**src/hdl/mlsf_pkg.sv**
```systemverilog
// ----------------------------------------------------------------------------
// mlsf_pkg: shared types, constants and port helper functions
// Payload structs, table packet format and group / attach logic for the
// MAC learning switch forwarder.
// ----------------------------------------------------------------------------
package mlsf_pkg;

  localparam int TABLE_DEPTH = 256;
  localparam int NUM_PORTS   = 8;
  localparam int GROUP_BITS  = 3;

  localparam int MAC_W   = 48;
  localparam int PORT_W  = 3;
  localparam int GRP_W   = NUM_PORTS * GROUP_BITS;
  localparam int TBL_AW  = $clog2(TABLE_DEPTH);
  localparam int CNT_W   = $clog2(TABLE_DEPTH + 1);
  localparam int MAXE_W  = 9;
  localparam int CMP_W   = (CNT_W > MAXE_W) ? CNT_W + 1 : MAXE_W + 1;
  localparam int LFSR_W  = 16;
  localparam int MOD_CW  = $clog2(LFSR_W);
  localparam int CFG_IW  = 3;
  localparam int CFG_DW  = 24;
  localparam int MCAST_BIT = 40;

  localparam logic [LFSR_W-1:0] LFSR_TAPS = 16'hB400;
  localparam logic [LFSR_W-1:0] LFSR_SEED = 16'h0001;

  localparam logic [MAXE_W-1:0]    MAXE_RST = 9'd256;
  localparam logic [NUM_PORTS-1:0] ATT_RST  = 8'hFF;
  localparam logic [GRP_W-1:0]     GRP_RST  = 24'd16434824;

  typedef enum logic [CFG_IW-1:0] {
    REG_ROUTING_MODE  = 3'd0,
    REG_RELAY_ENABLED = 3'd1,
    REG_MAX_ENTRIES   = 3'd2,
    REG_PORT_ATTACHED = 3'd3,
    REG_PORT_GROUP    = 3'd4
  } cfg_reg_e;

  typedef enum logic [2:0] {
    OP_NONE   = 3'd0,
    OP_SEARCH = 3'd1,
    OP_INSERT = 3'd2,
    OP_EVICT  = 3'd3,
    OP_LOOKUP = 3'd4
  } op_e;

  typedef struct packed {
    logic [PORT_W-1:0] arrival_port;
    logic [MAC_W-1:0]  dest_mac;
    logic [MAC_W-1:0]  src_mac;
  } in_t;

  typedef struct packed {
    logic [NUM_PORTS-1:0] forward_mask;
    logic                 table_hit;
    logic                 stale_removed;
    logic                 evicted;
  } out_t;

  // packet travelling down the table chain
  typedef struct packed {
    op_e               op;
    logic [MAC_W-1:0]  mac;
    logic [PORT_W-1:0] port;
    logic [TBL_AW-1:0] k;
    logic              flag;
  } pkt_t;

  function automatic logic port_attached(input logic [NUM_PORTS-1:0] att,
                                         input logic [PORT_W-1:0] p);
    logic r;
    r = 1'b0;
    if (int'(p) < NUM_PORTS) r = att[int'(p)];
    return r;
  endfunction

  // ports beyond the port count get a group of their own
  function automatic logic [GROUP_BITS:0] group_of(input logic [GRP_W-1:0] grp,
                                                   input logic [PORT_W-1:0] p);
    logic [GROUP_BITS:0] g;
    g = {1'b1, {GROUP_BITS{1'b0}}};
    if (int'(p) < NUM_PORTS) g = {1'b0, grp[GROUP_BITS*int'(p) +: GROUP_BITS]};
    return g;
  endfunction

  function automatic logic may_send(input logic [PORT_W-1:0] from,
                                    input logic [PORT_W-1:0] to,
                                    input logic [NUM_PORTS-1:0] att,
                                    input logic [GRP_W-1:0] grp,
                                    input logic relay);
    logic r;
    r = 1'b0;
    if (from != to && port_attached(att, to))
      r = relay || (group_of(grp, from) != group_of(grp, to));
    return r;
  endfunction

  function automatic logic [NUM_PORTS-1:0] flood_mask(input logic [PORT_W-1:0] from,
                                                      input logic [NUM_PORTS-1:0] att,
                                                      input logic [GRP_W-1:0] grp,
                                                      input logic relay);
    logic [NUM_PORTS-1:0] m;
    for (int p = 0; p < NUM_PORTS; p++)
      m[p] = may_send(from, PORT_W'(p), att, grp, relay);
    return m;
  endfunction

endpackage

```
**src/hdl/mlsf_mod.sv**
```systemverilog
// ----------------------------------------------------------------------------
// mlsf_mod: iterative remainder unit
// Restoring remainder of the LFSR value by the entry count, one bit a cycle.
// ----------------------------------------------------------------------------
module mlsf_mod (
  input  logic                        clk_i,
  input  logic                        rst_ni,
  input  logic                        start_i,
  input  logic [mlsf_pkg::LFSR_W-1:0] dividend_i,
  input  logic [mlsf_pkg::CNT_W-1:0]  divisor_i,
  output logic                        done_o,
  output logic [mlsf_pkg::CNT_W-1:0]  rem_o
);
  import mlsf_pkg::*;

  logic              run_q, done_q;
  logic [MOD_CW-1:0] cnt_q;
  logic [LFSR_W-1:0] val_q;
  logic [CNT_W-1:0]  div_q, rem_q, rem_d;
  logic [CNT_W:0]    trial;

  assign trial = {rem_q, val_q[LFSR_W-1]};

  always_comb begin
    if (trial >= {1'b0, div_q}) rem_d = CNT_W'(trial - {1'b0, div_q});
    else                        rem_d = CNT_W'(trial);
  end

  always_ff @(posedge clk_i or negedge rst_ni) begin
    if (!rst_ni) begin
      run_q  <= 1'b0;
      done_q <= 1'b0;
      cnt_q  <= '0;
    end else begin
      done_q <= 1'b0;
      if (start_i) begin
        run_q <= 1'b1;
        cnt_q <= '0;
      end else if (run_q) begin
        cnt_q <= cnt_q + MOD_CW'(1);
        if (cnt_q == MOD_CW'(LFSR_W - 1)) begin
          run_q  <= 1'b0;
          done_q <= 1'b1;
        end
      end
    end
  end

  always_ff @(posedge clk_i) begin
    if (start_i) begin
      val_q <= dividend_i;
      div_q <= divisor_i;
      rem_q <= '0;
    end else if (run_q) begin
      val_q <= val_q << 1;
      rem_q <= rem_d;
    end
  end

  assign done_o = done_q;
  assign rem_o  = rem_q;

endmodule

```
**config.mk**
```make
export PLATFORM = sky130hd
export DESIGN_NAME = mlsf_mod
export DESIGN_NICKNAME = d
export VERILOG_FILES = /design/src/hdl/mlsf_pkg.sv /design/src/hdl/mlsf_mod.sv
export SDC_FILE = /design/constraint.sdc
export NUM_CORES = 1
export LEC_CHECK = 0
export BUFFER_PORTS_ARGS = -buffer_cell sky130_fd_sc_hd__buf_2
export CELL_PAD_IN_SITES_DETAIL_PLACEMENT = 0
export CELL_PAD_IN_SITES_GLOBAL_PLACEMENT = 1
export CORE_MARGIN = 2
export CORE_UTILIZATION = 39
export CTS_CLUSTER_SIZE = 40
export DETAILED_ROUTE_END_ITERATION = 8
export PLACE_DENSITY = 0.75
export SLEW_MARGIN = 30
export SYNTH_ARGS = -nofsm -noshare
export SYNTH_HDL_FRONTEND = slang
export SYNTH_SLANG_ARGS = --single-unit
```
**constraint.sdc**
```tcl
create_clock -name clk_i -period 2.3 [get_ports clk_i]
set_input_delay 0.115 -clock clk_i [delete_from_list [all_inputs] [get_ports clk_i]]
set_output_delay 0.115 -clock clk_i [all_outputs]
set_load 0.005 [all_outputs]
```
* After elaboration in Yosys (flattened, before gate mapping)
Cells that the tools add are included.
** Cells by class
- Add/sub/neg operators :: 2
- Magnitude comparators :: 1
- Eq/ne operators :: 1
- Mux-type cells :: 11
- Reductions and logical operators :: 1
** Operator list (count)
- 2-to-1 mux 16 bit :: 2
- greater-or-equal comparator 10 x 9 -> 1 bit :: 1
- 2-to-1 mux 9 bit :: 1
- subtractor 9 bit :: 1
- 2-to-1 mux 4 bit :: 2
- 2-to-1 mux 1 bit :: 6
- adder 4 x 1 -> 4 bit (second input constant) :: 1
- equality test 4 bit (second input constant) :: 1
- nonzero test 2 bit :: 1
** Storage, ports and cells
- Bits in registers :: 40
- Input port bits :: 28
- Output and inout port bits :: 10

* Depth between registers and ports, before layout
- Depth in word-level cells :: 4
- Depth in mapped cells :: 11

* Worst setup path before layout
Ideal clock, no wire load.
- Path type :: register to register
- From :: reg val_q[15]
- To :: reg rem_q[8] (netlist: rem_o[8])
- Library setup time :: 88 ps
- Data arrival time :: 2185 ps
- Setup slack :: 26 ps
- Cell stages (with the launch flop) :: 11
- Path through :: edfxtp_1 -> inv_1 -> ha_1 -> inv_1 -> fa_1 -> a211oi_4 -> nor3_1 -> a2111oi_1 -> xnor2_1 -> nand2_1 -> a311oi_2
** On the way
- Word-level cells in the longest chain between the ends :: 2
- Elaborated cells on any way between the ends :: 3
- Classes of those cells :: add/sub: 1; order compare: 1; mux: 1
** RTL lines
- start: declaration :: RTL line mlsf_mod.sv:18 : logic [LFSR_W-1:0] val_q;
- start signal: assignment :: RTL line mlsf_mod.sv:51 : val_q <= dividend_i;
- start signal: assignment :: RTL line mlsf_mod.sv:55 : val_q <= val_q << 1;
- subtractor 9 bit or greater-or-equal comparator 10 x 9 -> 1 bit (tied branches) :: RTL line mlsf_mod.sv:25 : if (trial >= {1'b0, div_q}) rem_d = CNT_W'(trial - {1'b0, div_q});
- 2-to-1 mux 9 bit * :: RTL line mlsf_mod.sv:25
- end signal: assignment :: RTL line mlsf_mod.sv:56 : rem_q <= rem_d;
- end: declaration :: RTL line mlsf_mod.sv:19 : logic [CNT_W-1:0] div_q, rem_q, rem_d;
Every way passes the cells marked *; elsewhere a longest branch is shown, timed or not.
A chain may end at the register's enable or synchronous reset.

* Worst setup path after layout
- From :: reg val_q[15]
- To :: reg rem_q[7] (netlist: rem_o[7])
Same word-level chain as after synthesis.

==> run metrics <==
top-area cell type share of the netlist area around 37%; design area 2610 µm²; final setup margin between 20 and 30 ps; site row count 26; IO Port Bufs 37; worst path bufs/invs 4; unrepaired setup endpoints after global routing true; Power Total approximately 2.3 mW; Cells after Synth roughly 170; cell taking the most area after synthesis edfxtp_1; Final Util 51.7%; WL final 4300 µm; status complete, no violations; post-route ant nets 0; vias after detailed routing roughly 1500; Crit Path Max Fanout 7; chip width roughly 76 µm; Core Area between 5000 and 6000 µm²; Fin. Hold Viols 0; Netlist cell types 46; critical path arrival between 2000 and 2500 ps; Reg clk slew, reported paths approximately 80 ps; pre-CTS setup slack -101 ps; Worst VDD drop about 440 µV; post-DP HPWL just over 3000 µm; Sequential Power Share 40.9%; final slew viol count 0; CP Launch Type register; most common cell after layout, fill and taps aside buf_2; non-filler cells, final 302; Yosys reg bits 40; Post-DP Area about 2300 µm²; Switch Pwr approximately 0.78 mW; die span in y around 76 µm; largest net degree at the start of global routing 37; Rel. slew slack ~57%; Post-synth EDFFs 25; WL per Instance about 14 µm; top cells by area, synth edfxtp_1 37%, dfxtp_1 8.9%, mux2_2 8.4%; post-synthesis sequential area ratio a little over half; commonest cells after routing, fill and taps aside 37 x buf_2, 25 x edfxtp_1, 16 x nor2_1, 15 x mux2_2, 14 x buf_4; layout net count 270; Worst path slowest cell edfxtp_1; Longest Clk Path Bufs 2; n_diodes 0; area grow syn2layout 29.2%; post-layout minimum cycle time 2270 ps; worst-skew pair later-pin latency approximately 290 ps; drt pass-1 iters 4; Worst Reg-to-Reg Cells 12; worst endpoint required time 2510 ps; Tot GR Track Use 15.4%; Netlist Area Pre-Place about 2000 µm²; Crit path depth 12; CTS tree yes; Ys Warns 0; P_leak around 1.1 nW; clock buffer count from CTS 5; Hold Crit Class in -> reg; total grt overflow 0; DR iter-0 viols between 70 and 80; # IOs 38; first-pass GRT wire length approximately 7100 µm; drc violations 0; share of the cycle needed by the critical path after routing a little over nine tenths; WS Path Type reg -> reg; max cap viols 0; Synth async-reset ratio around 15%; worst hold slack 106 ps; pwr dens 892 nW/µm²; filler instances 474; Clk pwr share 20.3%; ys flop type edfxtp_1; syn_nets between 200 and 250; sequential cell area roughly 1100 µm²; Comb power frac approximately 39%; CTS root buf clkbuf_8; CP max stage delay about 410 ps; Multi-input gate area roughly 900 µm²; vias in the first global route around 1500; placed cells around 280; Setup TNS 0 ps; die area 5760 µm²; Worst Skew 4.08 ps; via/cell ratio slightly below 5; Initial Utilization about 40%; Int Pwr ~1.5 mW; CP Cell Sequence inv_1, ha_2, inv_2, fa_2, a211oi_4, o21ai_2, a41oi_2, or2_1, buf_6, buf_4, a32oi_1, o31ai_1; Clock Sinks 40; Routability Congestion between 0.8 and 0.9; initial antenna violation count 0; layout cells sized above 1 roughly two fifths; switch share about a third; CP endpoint kind register; H-tree levels 2; WHS Path Cells 2; Worst Tran Pin Value 648 ps; endpoints failing setup 0; Syn Area/Cell approximately 12 µm²; fmax roughly 0.44 GHz; cell family with most CP delay compound AO/OA/AOI/OAI gates
cell families (layout without fill, tap and decap cells):
logic type / count (synthesis) / after routing / share of synthesized area, %
flops: 40 / 40 / 53.6
buf+inv: 16 / 81 / 3.35
compound gates: 32 / 32 / 13.5
fa+ha+maj: 11 / 11 / 7.20
mux: 16 / 16 / 8.87
xor+xnor: 7 / 7 / 3.04
simple gates: 45 / 45 / 10.4
path summary, 6_finish.rpt:
path,from,to,slack (ps)
max,val_q[15],rem_o[7],30
min,dividend_i[0],val_q[0],110
max reg2reg,val_q[15],rem_o[7],30
min reg2reg,rem_o[2],rem_o[2],490
max in group asynchronous,rst_ni,run_q,1990
min in group asynchronous,rst_ni,cnt_q[0],170
registers in the layout, summed over array words and instances (netlist names):
| signal | flops |
|---|---|
| div_q | 9 |
| cnt_q | 4 |
| run_q | 1 |
| rem_o | 9 |
| done_o | 1 |
| val_q | 16 |
final cells by class:
class                      instances  area share, %
clock buffer                       5           2.64
clock inverter                     3          0.913
inverter                          11           1.59
multi-input combinational        111           34.6
sequential                        40           41.5
tap                               70           3.36
timing repair buffer              62           15.4
layer usage:
metal  vias to the layer above  GRT usage (%)  part of all wire (%)
li1                        744              -                     -
met1                       712           18.7                    43
met2                        39           26.8                    51
met3                         4           4.05                   4.5
met4                         0           5.09                   1.3
met5                         -              0                     0
Yosys cell counts, types with 3 or more instances:
cell type and number:
dfrtp_1 6, dfxtp_1 9, edfxtp_1 25, ha_1 10
inv_1 11, mux2_2 15, nand2_1 10, nand3_1 4
nand4_1 3, nor2_1 16, o21a_1 4, o21ai_0 3
o21ai_1 3, xor2_1 5
power groups by stage:
| stage | registers (mW) | logic, mW | clock network (mW) |
|---|---|---|---|
| after global routing | 0.964 | 0.981 | 0.518 |
| after detailed placement | 0.965 | 0.792 | 0 |
| after global placement | 0.964 | 0.792 | 0 |
| final | 0.950 | 0.901 | 0.472 |
| after CTS | 0.950 | 0.869 | 0.492 |
| after floorplan | 0.950 | 0.534 | 0 |
timing repair:
item                                    in CTS  in global routing
hold buffers                                 9                  1
gates resized for setup                      7                  4
endpoints found under the hold margin       14                  1
endpoints found under the setup margin       8                  8
pin swaps                                    8                  8
buffers inserted                             4                  2
No activity file was read; power rests on OpenSTA's default activity.
