[src/hdl/mlsf_pkg.sv]
// ----------------------------------------------------------------------------
// mlsf_pkg: shared types, constants and port helper functions
// Payload structs, table packet format and group / attach logic for the
// MAC learning switch forwarder.
// ----------------------------------------------------------------------------
package mlsf_pkg;

  localparam int TABLE_DEPTH = 256;
  localparam int NUM_PORTS   = 8;
  localparam int GROUP_BITS  = 3;

  localparam int MAC_W   = 48;
  localparam int PORT_W  = 3;
  localparam int GRP_W   = NUM_PORTS * GROUP_BITS;
  localparam int TBL_AW  = $clog2(TABLE_DEPTH);
  localparam int CNT_W   = $clog2(TABLE_DEPTH + 1);
  localparam int MAXE_W  = 9;
  localparam int CMP_W   = (CNT_W > MAXE_W) ? CNT_W + 1 : MAXE_W + 1;
  localparam int LFSR_W  = 16;
  localparam int MOD_CW  = $clog2(LFSR_W);
  localparam int CFG_IW  = 3;
  localparam int CFG_DW  = 24;
  localparam int MCAST_BIT = 40;

  localparam logic [LFSR_W-1:0] LFSR_TAPS = 16'hB400;
  localparam logic [LFSR_W-1:0] LFSR_SEED = 16'h0001;

  localparam logic [MAXE_W-1:0]    MAXE_RST = 9'd256;
  localparam logic [NUM_PORTS-1:0] ATT_RST  = 8'hFF;
  localparam logic [GRP_W-1:0]     GRP_RST  = 24'd16434824;

  typedef enum logic [CFG_IW-1:0] {
    REG_ROUTING_MODE  = 3'd0,
    REG_RELAY_ENABLED = 3'd1,
    REG_MAX_ENTRIES   = 3'd2,
    REG_PORT_ATTACHED = 3'd3,
    REG_PORT_GROUP    = 3'd4
  } cfg_reg_e;

  typedef enum logic [2:0] {
    OP_NONE   = 3'd0,
    OP_SEARCH = 3'd1,
    OP_INSERT = 3'd2,
    OP_EVICT  = 3'd3,
    OP_LOOKUP = 3'd4
  } op_e;

  typedef struct packed {
    logic [PORT_W-1:0] arrival_port;
    logic [MAC_W-1:0]  dest_mac;
    logic [MAC_W-1:0]  src_mac;
  } in_t;

  typedef struct packed {
    logic [NUM_PORTS-1:0] forward_mask;
    logic                 table_hit;
    logic                 stale_removed;
    logic                 evicted;
  } out_t;

  // packet travelling down the table chain
  typedef struct packed {
    op_e               op;
    logic [MAC_W-1:0]  mac;
    logic [PORT_W-1:0] port;
    logic [TBL_AW-1:0] k;
    logic              flag;
  } pkt_t;

  function automatic logic port_attached(input logic [NUM_PORTS-1:0] att,
                                         input logic [PORT_W-1:0] p);
    logic r;
    r = 1'b0;
    if (int'(p) < NUM_PORTS) r = att[int'(p)];
    return r;
  endfunction

  // ports beyond the port count get a group of their own
  function automatic logic [GROUP_BITS:0] group_of(input logic [GRP_W-1:0] grp,
                                                   input logic [PORT_W-1:0] p);
    logic [GROUP_BITS:0] g;
    g = {1'b1, {GROUP_BITS{1'b0}}};
    if (int'(p) < NUM_PORTS) g = {1'b0, grp[GROUP_BITS*int'(p) +: GROUP_BITS]};
    return g;
  endfunction

  function automatic logic may_send(input logic [PORT_W-1:0] from,
                                    input logic [PORT_W-1:0] to,
                                    input logic [NUM_PORTS-1:0] att,
                                    input logic [GRP_W-1:0] grp,
                                    input logic relay);
    logic r;
    r = 1'b0;
    if (from != to && port_attached(att, to))
      r = relay || (group_of(grp, from) != group_of(grp, to));
    return r;
  endfunction

  function automatic logic [NUM_PORTS-1:0] flood_mask(input logic [PORT_W-1:0] from,
                                                      input logic [NUM_PORTS-1:0] att,
                                                      input logic [GRP_W-1:0] grp,
                                                      input logic relay);
    logic [NUM_PORTS-1:0] m;
    for (int p = 0; p < NUM_PORTS; p++)
      m[p] = may_send(from, PORT_W'(p), att, grp, relay);
    return m;
  endfunction

endpackage

[src/hdl/mlsf_cell.sv]
// ----------------------------------------------------------------------------
// mlsf_cell: one table entry
// Holds one MAC / port pair with its valid bit, acts on the passing packet
// and hands it on, registered, to the next cell.
// ----------------------------------------------------------------------------
module mlsf_cell (
  input  logic                           clk_i,
  input  logic                           rst_ni,
  input  logic [mlsf_pkg::NUM_PORTS-1:0] attached_i,
  input  mlsf_pkg::pkt_t                 pkt_i,
  output mlsf_pkg::pkt_t                 pkt_o
);
  import mlsf_pkg::*;

  logic [MAC_W-1:0]  mac_q, mac_d;
  logic [PORT_W-1:0] port_q, port_d;
  logic              valid_q, valid_d;
  pkt_t              pkt_q, pkt_d;
  logic              match;

  assign match = valid_q && (mac_q == pkt_i.mac);

  always_comb begin
    mac_d   = mac_q;
    port_d  = port_q;
    valid_d = valid_q;
    pkt_d   = pkt_i;
    unique case (pkt_i.op)
      OP_SEARCH: begin
        if (match) begin
          port_d     = pkt_i.port;
          pkt_d.flag = 1'b1;
        end
      end
      OP_INSERT: begin
        // first free cell takes the new address
        if (!valid_q && !pkt_i.flag) begin
          valid_d    = 1'b1;
          mac_d      = pkt_i.mac;
          port_d     = pkt_i.port;
          pkt_d.flag = 1'b1;
        end
      end
      OP_EVICT: begin
        // k counts down over valid cells; the k-th one drops out
        if (valid_q && !pkt_i.flag) begin
          if (pkt_i.k == '0) begin
            valid_d    = 1'b0;
            pkt_d.flag = 1'b1;
          end else begin
            pkt_d.k = pkt_i.k - TBL_AW'(1);
          end
        end
      end
      OP_LOOKUP: begin
        if (match) begin
          pkt_d.flag = 1'b1;
          pkt_d.port = port_q;
          if (!port_attached(attached_i, port_q)) valid_d = 1'b0;
        end
      end
      default: begin
      end
    endcase
  end

  always_ff @(posedge clk_i or negedge rst_ni) begin
    if (!rst_ni) begin
      valid_q <= 1'b0;
      pkt_q   <= '0;
    end else begin
      valid_q <= valid_d;
      pkt_q   <= pkt_d;
    end
  end

  always_ff @(posedge clk_i) begin
    mac_q  <= mac_d;
    port_q <= port_d;
  end

  assign pkt_o = pkt_q;

endmodule

[config.mk]
export PLATFORM = sky130hd
export DESIGN_NAME = mlsf_cell
export DESIGN_NICKNAME = d
export VERILOG_FILES = /design/src/hdl/mlsf_pkg.sv /design/src/hdl/mlsf_cell.sv
export SDC_FILE = /design/constraint.sdc
export NUM_CORES = 1
export LEC_CHECK = 0
export BUFFER_PORTS_ARGS = -buffer_cell sky130_fd_sc_hd__buf_4
export CAP_MARGIN = 40
export CELL_PAD_IN_SITES_DETAIL_PLACEMENT = 1
export CELL_PAD_IN_SITES_GLOBAL_PLACEMENT = 2
export CORE_MARGIN = 4
export CORE_UTILIZATION = 36
export DETAILED_ROUTE_END_ITERATION = 10
export PLACE_DENSITY = 0.95
export SLEW_MARGIN = 5
export SYNTH_ARGS = -nofsm -noshare
export SYNTH_HDL_FRONTEND = slang
export SYNTH_SLANG_ARGS = --single-unit
[constraint.sdc]
create_clock -name clk_i -period 6.9 [get_ports clk_i]
set_input_delay 1.38 -clock clk_i [delete_from_list [all_inputs] [get_ports clk_i]]
set_output_delay 1.38 -clock clk_i [all_outputs]
set_load 0.05 [all_outputs]
# ---- Yosys cells after proc, flatten, opt, wreduce, memory -nomap -nowiden
# Cells that the tools add are included.
# W data, S select, Z words.
dict set report totals {
  input_bits 73
  regBits 115
  word_cells 55
  out_inout_bits 63
}
dict set report classes {
  magnitude_cmp 1
  n_reduce_logical 12
  addsub 1
  eq_ne 11
  mux 22
}
# cell count
set ops {}
lappend ops {{$eq A48 B48 Y1} 1}
lappend ops {{$mux W8} 2}
lappend ops {{$mux W3} 4}
lappend ops {{$ne A2 B2 Y1 const B} 6}
lappend ops {{$mux W1} 11}
lappend ops {{$mux W9} 1}
lappend ops {{$logic_not A8 Y1} 1}
lappend ops {{$sub A8 B1 Y8 const B} 1}
lappend ops {{$eq A3 B2 Y1 const B} 2}
lappend ops {{$pmux W1 S3} 2}
lappend ops {{$pmux W3 S2} 1}
lappend ops {{$reduce_and A6 Y1} 1}
lappend ops {{$lt A3 B4 Y1 const B} 1}
lappend ops {{$bmux W1 S3} 1}
lappend ops {{$eq A3 B1 Y1 const B} 1}
lappend ops {{$eq A3 B3 Y1 const B} 1}
lappend ops {{$logic_and A1 B1 Y1} 3}
lappend ops {{$reduce_and A3 Y1} 1}
lappend ops {{$reduce_bool A3 Y1} 1}
lappend ops {{$logic_not A1 Y1} 2}
lappend ops {{$reduce_and A2 Y1} 1}
lappend ops {{$reduce_bool A2 Y1} 1}
lappend ops {{$reduce_or A2 Y1} 1}

# ---- Depth between registers and ports, before layout
# Gate-level depths: netlist of run 1.
dict set report logic_depth {
  depth_word 7
  ltp_mapped 7
  ltp_nobuf 7
}

# ---- Worst setup path after synthesis of run 1
# Ideal clock, no wire load.
dict set report synth_timing {
  path_kind {input port to flip-flop}
  startpoint {in pkt_i[0] (netlist name)}
  endpoint {reg mac_q[0] (enable)}
  slack_ns 3.511
  cell_stages 3
  required_ns 6.498
  t_arrival_ns 2.986
  cell_sequence {or3b_4 or2_1 inv_1}
}
dict set report synth_via {
  elab_chain_cells 3
}
# item line
set synth_rtl {}
lappend synth_rtl {{from (decl)} mlsf_cell.sv:10} ;# input mlsf_pkg::pkt_t pkt_i,
lappend synth_rtl {{$logic_not A1 Y1} mlsf_cell.sv:37} ;# if (!valid_q && !pkt_i.flag) begin
lappend synth_rtl {{$logic_and A1 B1 Y1} mlsf_cell.sv:37}
lappend synth_rtl {{$reduce_and A2 Y1 (no source line)} -}
lappend synth_rtl {{to (signal assigned)} mlsf_cell.sv:78} ;# mac_q <= mac_d;
lappend synth_rtl {{to (decl)} mlsf_cell.sv:15} ;# logic [MAC_W-1:0] mac_q, mac_d;
# Every way passes these cells.
# A chain may end at the register's enable or synchronous reset.

# ---- Worst setup path after layout of run 1
dict set report layout_timing {
  startpoint {in pkt_i[13] (netlist name)}
  endpoint {reg port_q[0] (enable)}
}
dict set report layout_via {
  elab_chain_cells 4
}
# item line
set layout_rtl {}
lappend layout_rtl {{$eq A48 B48 Y1} mlsf_cell.sv:21} ;# assign match = valid_q && (mac_q == pkt_i.mac);
lappend layout_rtl {{$logic_and A1 B1 Y1} mlsf_cell.sv:21}
lappend layout_rtl {{$ne A2 B2 Y1 (no source line)} -}
lappend layout_rtl {{$reduce_and A3 Y1 (no source line)} -}
lappend layout_rtl {{to (signal assigned)} mlsf_cell.sv:79} ;# port_q <= port_d;
lappend layout_rtl {{to (decl)} mlsf_cell.sv:16} ;# logic [PORT_W-1:0] port_q, port_d;
# Every way passes these cells.

==> flow_metrics.env, run 1 <==
export IMPL_outcome="completed"
export IMPL_synth_fp_nets=333
export IMPL_finalWeightedCongestion=0.766
export IMPL_drv_slew=0
export IMPL_route_vias_total=2734
export IMPL_cts_root_buf="sky130_fd_sc_hd__clkbuf_16"
export IMPL_worstPathCellList="buf_4, xnor2_1, nand4_1, nor4_1, nand4_1, o21ai_0"
export IMPL_floorplan_io_pins=136
export IMPL_grt_antenna_before_repair=0
export IMPL_setup_repair_after_global_routing_missed_its_margin="no"
export IMPL_critical_path_most_common_cell="sky130_fd_sc_hd__nand4_1"
export IMPL_post_route_worst_setup_slack_ps=3970
export IMPL_critical_path_max_stage_delay_ps=430
export IMPL_post_cts_resize_count=0
export IMPL_synth_cell_types=33
export IMPL_chipHeight_um=116
export IMPL_synth_seq_area_share_pct=74.7
export IMPL_placement_rows=39
export IMPL_detail_route_drc_violations=0
export IMPL_max_slew_margin_rel_pct=45.0
export IMPL_synth_cell_area_um2=4190
export IMPL_first_pass_iters=4
export IMPL_postSynthCellCount=258
export IMPL_dpl_hpwl_um=7690
export IMPL_p_seq_share_pct=41.0
export IMPL_critical_path_peak_fanout=3
export IMPL_timing_critical_path_to_type="flip-flop"
export IMPL_vias_per_cell=4.80
export IMPL_postLayoutCellArea_um2=6010
export IMPL_die_area_um2=13400
export IMPL_worst_hold_path_type="reg -> reg"
export IMPL_clock_sinks=115
export IMPL_postSynthRegisterBits=115
export IMPL_maximum_number_of_pins_on_one_net_before_global_route_repair=65
export IMPL_io_buffers=135
export IMPL_timing_clock_skew_ps=7.07
export IMPL_cts_htree_levels=4
export IMPL_clock_tree_buffer_depth=2
export IMPL_slowest_stage="sky130_fd_sc_hd__o21ai_0"
export IMPL_clkLatencyLatePin_ps=400
export IMPL_postCtsHoldBufs=0
export IMPL_detailedRoute_firstIterationViolations=96
export IMPL_max_freq_mhz=341
export IMPL_globalRouteOverflowTotal=0
export IMPL_postSynthAreaPerCell_um2=16.3
export IMPL_p_int_mw=1.38
export IMPL_worst_slew_pin_transition_ps=826
export IMPL_worstSetupPathType="in -> reg"
export IMPL_max_cap_violations=0
export IMPL_final_core_utilization_pct=52.7
export IMPL_layout_drive_gt1_share_pct=41.8
export IMPL_post_dp_cell_area_um2=5410
export IMPL_nets_final=488
export IMPL_stdcell_count=569
export IMPL_timing_critical_path_from_type="primary input"
export IMPL_first_global_vias=3066
export IMPL_clkTransAtPathRegs_ps=50
export IMPL_arrival_ps=2980
export IMPL_worstPathRequired_ps=6950
export IMPL_netSwitchingPower_uw=431
export IMPL_grt_util_all_layers_pct=16.1
export IMPL_detailedPlace_worstSlack_ps=3470
export IMPL_netSwitchingFraction_pct=23.8
export IMPL_ys_warnings_count=0
export IMPL_antenna_left=0
export IMPL_area_delta_synth_final_pct=43.3
export IMPL_fin_hold_ws_ps=550
export IMPL_dp_cells=537
export IMPL_dieWidth_um=116
export IMPL_finalCritPeriodShare_pct=42.5
export IMPL_finalWirelength_um=10300
export IMPL_tritoncts_clock_tree="done"
export IMPL_grt_first_pass_wirelength_um=16100
export IMPL_post_layout_total_power_mw=1.81
export IMPL_p_comb_share_pct=10.6
export IMPL_leakagePower_nw=2.44
export IMPL_power_share_clock_pct=48.3
export IMPL_fill_cells=1139
export IMPL_power_ir_vdd_worst_uv=169
export IMPL_core_area_um2=11400
export IMPL_routed_wire_length_per_instance_um=18.1
export IMPL_cts_buffers_inserted=17
export IMPL_timing_final_setup_violations=0
export IMPL_power_per_cell_area_nw_per_um2=301
export IMPL_starting_density_of_the_core_pct=36.7
export IMPL_timing_setup_tns_ps=0
export IMPL_finalHoldViolCount=0
export IMPL_n_antenna_cell=0
export IMPL_period_minus_slack_ps=2930
export IMPL_post_cts_repair_setup_buffers=0
[kinds of logic after synthesis]
group / after synthesis / synth area share (%)
buffers and inverters: 5 / 0.448
adders and majority gates: 2 / 0.597
DFF: 115 / 74.7
and+or+nand+nor: 64 / 9.25
AOI/OAI and AO/OA: 12 / 1.58
muxes: 7 / 2.36
xor gates and xnor gates: 53 / 11.1
[Yosys cell counts]
master                      n  area [um^2]
sky130_fd_sc_hd__nor3_2     1         10.0
sky130_fd_sc_hd__mux2i_1    2         20.0
sky130_fd_sc_hd__or3b_4     1         11.3
sky130_fd_sc_hd__or2_1      1         6.26
sky130_fd_sc_hd__a31oi_1    3         18.8
sky130_fd_sc_hd__xnor2_1   51          447
sky130_fd_sc_hd__nand3b_1   1         7.51
sky130_fd_sc_hd__nor2_8     1         20.0
sky130_fd_sc_hd__ha_1       2         25.0
sky130_fd_sc_hd__or2_2      1         6.26
sky130_fd_sc_hd__and4_2     1         10.0
sky130_fd_sc_hd__nor3_1     2         10.0
sky130_fd_sc_hd__nand4_1   23          144
sky130_fd_sc_hd__and3_2     1         7.51
sky130_fd_sc_hd__inv_1      5         18.8
sky130_fd_sc_hd__nor2_2     1         6.26
sky130_fd_sc_hd__edfxtp_1  51         1530
sky130_fd_sc_hd__o21a_1     1         7.51
sky130_fd_sc_hd__nand2_1    7         26.3
sky130_fd_sc_hd__nor4_1     7         43.8
sky130_fd_sc_hd__or3_1      1         6.26
sky130_fd_sc_hd__mux2_1     3         33.8
sky130_fd_sc_hd__o21ai_1    4         20.0
sky130_fd_sc_hd__or2_4      1         8.76
sky130_fd_sc_hd__nor4b_1    1         8.76
sky130_fd_sc_hd__dfrtp_1   64         1600
sky130_fd_sc_hd__nand2b_1   1         6.26
sky130_fd_sc_hd__xor2_1     2         17.5
sky130_fd_sc_hd__a21oi_1    2         10.0
sky130_fd_sc_hd__mux4_2     2         45.0
sky130_fd_sc_hd__nand3_1    3         15.0
sky130_fd_sc_hd__nor2_1     9         33.8
sky130_fd_sc_hd__o21ai_0    2         10.0
[worst paths after layout]
| path | from | end | depth (start not counted) | slack (ps) |
|---|---|---|---|---|
| worst max-delay path | pkt_i[13] | port_q[0]$_DFFE_PP_ | 6 | 3970 |
| worst min register to register | port_q[1]$_DFFE_PP_ | pkt_o[10]$_DFF_PN0_ | 1 | 550 |
| worst max register to register | mac_q[45]$_DFFE_PP_ | port_q[0]$_DFFE_PP_ | 5 | 4680 |
| worst min-delay path | port_q[1]$_DFFE_PP_ | pkt_o[10]$_DFF_PN0_ | 1 | 550 |
| min in group asynchronous | rst_ni | pkt_o[53]$_DFF_PN0_ | 1 | 1060 |
| max in group asynchronous | rst_ni | pkt_o[22]$_DFF_PN0_ | 1 | 5280 |
[cell type report]
type | count | area [um^2] | area share, %
clock inverter | 12 | 126 | 2.10
multi-input combinational | 138 | 1040 | 17.3
inverter | 5 | 18.8 | 0.312
clock buffer | 20 | 479 | 7.97
timing repair buffer | 136 | 1030 | 17.2
tap | 143 | 179 | 2.98
sequential | 115 | 3130 | 52.1
[metal layers]
metal  wire length, um  vias up  part of all wire, %  global-route usage [%]
met5                 0        -                    0                       0
met4               176        0                  1.7                    5.96
met3               778       17                  7.6                    6.11
met2              5260      102                   51                    26.4
met1              4070     1358                   40                    19.3
li1                  -     1257                    -                       -
[state kept, by name (all words and copies together) (netlist names)]
signal	cells
mac_q	48
pkt_o	63
port_q	3
valid_q	1
[power groups by stage]
stage,sequential (mW),combinational (mW),clock [mW]
after detailed placement,0.755,0.194,0
final,0.742,0.192,0.874
after global placement,0.754,0.190,0
after floorplan,0.824,0.0279,0
after global routing,0.744,0.204,0.939
after CTS,0.742,0.195,0.898
[critical path, delay by kind of cell]
| kind | cells | cell delay [ps] |
|---|---|---|
| and+or+nand+nor | 3 | 790 |
| AOI/OAI and AO/OA | 1 | 430 |
| buffers and inverters | 1 | 120 |
| xor gates and xnor gates | 1 | 260 |
[placed cells by master (no fill, tap or decap), types with 2 or more instances in the layout]
cell,instances
sky130_fd_sc_hd__clkbuf_16,19
sky130_fd_sc_hd__nor2_1,9
sky130_fd_sc_hd__xor2_1,2
sky130_fd_sc_hd__a21oi_1,2
sky130_fd_sc_hd__nand4_1,23
sky130_fd_sc_hd__nand3_1,3
sky130_fd_sc_hd__clkinv_2,4
sky130_fd_sc_hd__bufinv_16,2
sky130_fd_sc_hd__mux4_2,2
sky130_fd_sc_hd__ha_1,2
sky130_fd_sc_hd__edfxtp_1,51
sky130_fd_sc_hd__o21ai_1,4
sky130_fd_sc_hd__mux2_1,3
sky130_fd_sc_hd__dfrtp_1,64
sky130_fd_sc_hd__clkinvlp_4,3
sky130_fd_sc_hd__nor4_1,7
sky130_fd_sc_hd__mux2i_1,2
sky130_fd_sc_hd__buf_4,135
sky130_fd_sc_hd__a31oi_1,3
sky130_fd_sc_hd__o21ai_0,2
sky130_fd_sc_hd__nor3_1,2
sky130_fd_sc_hd__nand2_1,7
sky130_fd_sc_hd__xnor2_1,51
sky130_fd_sc_hd__inv_1,4
Power figures use the tool's default switching activity.
==> run 2: changes to the inputs <==
CORE_UTILIZATION = 34   (was 36)
PLACE_DENSITY = 0.91   (was 0.95)
clock period = 2.9 ns   (was 6.9 ns; I/O delays follow)
==> run 2 against run 1 <==
Hold slack lost 260 ps. Clock-buffer cell count decreased by 1. First-iteration DRC count decreased by 6.3%. Clock power rose to 2.5 times the previous value. Power rose by 140%. Routed wire length up 2.1%. Critical path depth is 1 lower. Register-to-register slack worse by 4000 ps. Highest routed layer unchanged. Sequential cell count unchanged. Combinational power up 140%. Final area rose by 1.0%.
==> flow_metrics.env, run 2 (same netlist as run 1, synthesis figures left out) <==
export IMPL_outcome="completed"
export IMPL_p_seq_share_pct=39.9
export IMPL_worst_hold_path_type="in -> async"
export IMPL_chipHeight_um=119
export IMPL_critical_path_peak_fanout=3
export IMPL_slowest_stage="sky130_fd_sc_hd__o21ai_0"
export IMPL_grt_first_pass_wirelength_um=16900
export IMPL_finalCritPeriodShare_pct=76.6
export IMPL_layout_drive_gt1_share_pct=41.8
export IMPL_mostFrequentLayoutCell="sky130_fd_sc_hd__buf_4"
export IMPL_timing_critical_path_to_type="flip-flop"
export IMPL_worstSetupPathType="reg -> reg"
export IMPL_reg2regPathDepth=5
export IMPL_placement_rows=40
export IMPL_post_cts_resize_count=0
export IMPL_clkLatencyLatePin_ps=410
export IMPL_max_slew_margin_rel_pct=44.9
export IMPL_seq_area_um2=3130
export IMPL_critical_path_most_common_cell="sky130_fd_sc_hd__nand4_1"
export IMPL_starting_density_of_the_core_pct=34.8
export IMPL_cts_htree_levels=4
export IMPL_io_buffers=135
export IMPL_first_pass_iters=4
export IMPL_leakagePower_nw=2.45
export IMPL_route_vias_total=2733
export IMPL_finalWeightedCongestion=0.772
export IMPL_grt_antenna_before_repair=0
export IMPL_setup_repair_after_global_routing_missed_its_margin="no"
export IMPL_cts_root_buf="sky130_fd_sc_hd__clkbuf_16"
export IMPL_max_freq_mhz=450
export IMPL_worstPathCellList="xnor2_1, nand4_1, nor4_1, nand4_1, o21ai_0"
export IMPL_n_antenna_cell=0
export IMPL_fill_cells=1201
export IMPL_cp_top_family="simple AND/OR/NAND/NOR gates"
export IMPL_core_area_um2=12100
export IMPL_most_common_layout_cells="sky130_fd_sc_hd__buf_4 (135), sky130_fd_sc_hd__dfrtp_1 (64), sky130_fd_sc_hd__xnor2_1 (51), sky130_fd_sc_hd__edfxtp_1 (51), sky130_fd_sc_hd__nand4_1 (23)"
export IMPL_worst_slew_pin_transition_ps=826
export IMPL_finalHoldViolCount=0
export IMPL_vias_per_cell=4.60
export IMPL_clkTransAtPathRegs_ps=50
export IMPL_max_cap_violations=0
export IMPL_dpl_hpwl_um=7620
export IMPL_critical_path_max_stage_delay_ps=420
export IMPL_timing_final_setup_violations=0
export IMPL_cts_buffers_inserted=17
export IMPL_timing_critical_path_from_type="flip-flop"
export IMPL_detail_route_drc_violations=0
export IMPL_timing_setup_tns_ps=0
export IMPL_postLayoutCellArea_um2=6070
export IMPL_clock_sinks=115
export IMPL_period_minus_slack_ps=2220
export IMPL_worstPathRequired_ps=2950
export IMPL_floorplan_io_pins=136
export IMPL_first_global_vias=3111
export IMPL_tritoncts_clock_tree="done"
export IMPL_antenna_left=0
export IMPL_p_comb_share_pct=10.3
export IMPL_die_area_um2=14200
export IMPL_critical_path_depth=5
export IMPL_netSwitchingPower_mw=1.03
export IMPL_drv_slew=0
export IMPL_finalWirelength_um=10500
export IMPL_postCtsHoldBufs=0
export IMPL_multiInputGateArea_um2=1040
export IMPL_grt_util_all_layers_pct=15.7
export IMPL_routed_wire_length_per_instance_um=17.7
export IMPL_area_delta_synth_final_pct=44.8
export IMPL_maximum_number_of_pins_on_one_net_before_global_route_repair=65
export IMPL_timing_clock_skew_ps=14.8
export IMPL_power_share_clock_pct=49.8
export IMPL_clock_tree_buffer_depth=2
export IMPL_globalRouteOverflowTotal=0
export IMPL_detailedRoute_firstIterationViolations=90
export IMPL_p_int_mw=3.39
export IMPL_largest_register_ffs=63
export IMPL_nets_final=488
export IMPL_power_per_cell_area_nw_per_um2=728
export IMPL_netSwitchingFraction_pct=23.3
export IMPL_power_ir_vdd_worst_uv=409
export IMPL_path_buf_inv=0
export IMPL_post_cts_repair_setup_buffers=0
export IMPL_dieWidth_um=119
export IMPL_arrival_ps=2270
export IMPL_post_dp_cell_area_um2=5440
==> run 2: cell types whose count changed in the layout (fill, tap and decap cells not counted) <==
cell                        before  now
sky130_fd_sc_hd__inv_6           1    0
sky130_fd_sc_hd__clkbuf_1        1    0
sky130_fd_sc_hd__clkinv_4        1    3
sky130_fd_sc_hd__clkbuf_8        0    2
sky130_fd_sc_hd__clkinv_2        4    2
sky130_fd_sc_hd__bufinv_16       2    4
sky130_fd_sc_hd__clkinv_1        0    1
sky130_fd_sc_hd__inv_4           1    0
sky130_fd_sc_hd__clkbuf_16      19   17
==> run 2: cell type report <==
class | instances | area share (%)
tap | 168 | 3.46
multi-input combinational | 138 | 17.2
timing repair buffer | 136 | 17.0
clock inverter | 13 | 3.01
sequential | 115 | 51.6
clock buffer | 19 | 7.46
inverter | 5 | 0.309
==> run 2: worst reg2reg max path, delay by kind of cell, from the launching register on <==
kind	cells	cell delay, ps
xor gates and xnor gates	1	300
and+or+nand+nor	3	730
AOI/OAI and AO/OA	1	420
DFF	1	390
==> run 2: final timing paths <==
| kind | startpoint | endpoint | slack [ps] |
|---|---|---|---|
| min | rst_ni | pkt_o[31]$_DFF_PN0_ | 290 |
| max reg2reg | mac_q[37]$_DFFE_PP_ | port_q[2]$_DFFE_PP_ | 680 |
| min in group clk_i | pkt_i[15] | pkt_o[15]$_DFF_PN0_ | 290 |
| max in group asynchronous | rst_ni | pkt_o[4]$_DFF_PN0_ | 2090 |
| max | mac_q[37]$_DFFE_PP_ | port_q[2]$_DFFE_PP_ | 680 |
| min reg2reg | port_q[2]$_DFFE_PP_ | pkt_o[11]$_DFF_PN0_ | 580 |
==> run 2: routing by layer <==
layer,global-route usage [%],up-vias,wire [um]
met5,0,-,0
met4,6.52,0,153
met3,6.13,13,724
met2,26.0,98,5440
met1,18.2,1361,4180
li1,-,1261,-
==> run 2: stage by stage <==
step | setup slack (ps) | util, % | total power, mW | hold slack, ps | cells
floorplan | 311 | - | 2.03 | 284 | 258
global placement | 360 | 45.1 | 2.25 | 503 | 562
detailed placement | 245 | 45.1 | 2.26 | 518 | 562
CTS | 550 | 50.4 | 4.48 | 279 | 594
global route | 448 | 50.4 | 4.60 | 276 | 594
finish | 679 | 50.4 | 4.42 | 286 | 594
==> run 2: power groups by stage <==
| stage | combinational, mW | clock (mW) | sequential [mW] |
|---|---|---|---|
| after CTS | 0.464 | 2.25 | 1.77 |
| after detailed placement | 0.461 | 0 | 1.80 |
| final | 0.456 | 2.20 | 1.77 |
| after global placement | 0.453 | 0 | 1.79 |
| after global routing | 0.485 | 2.34 | 1.77 |
| after floorplan | 0.0664 | 0 | 1.96 |
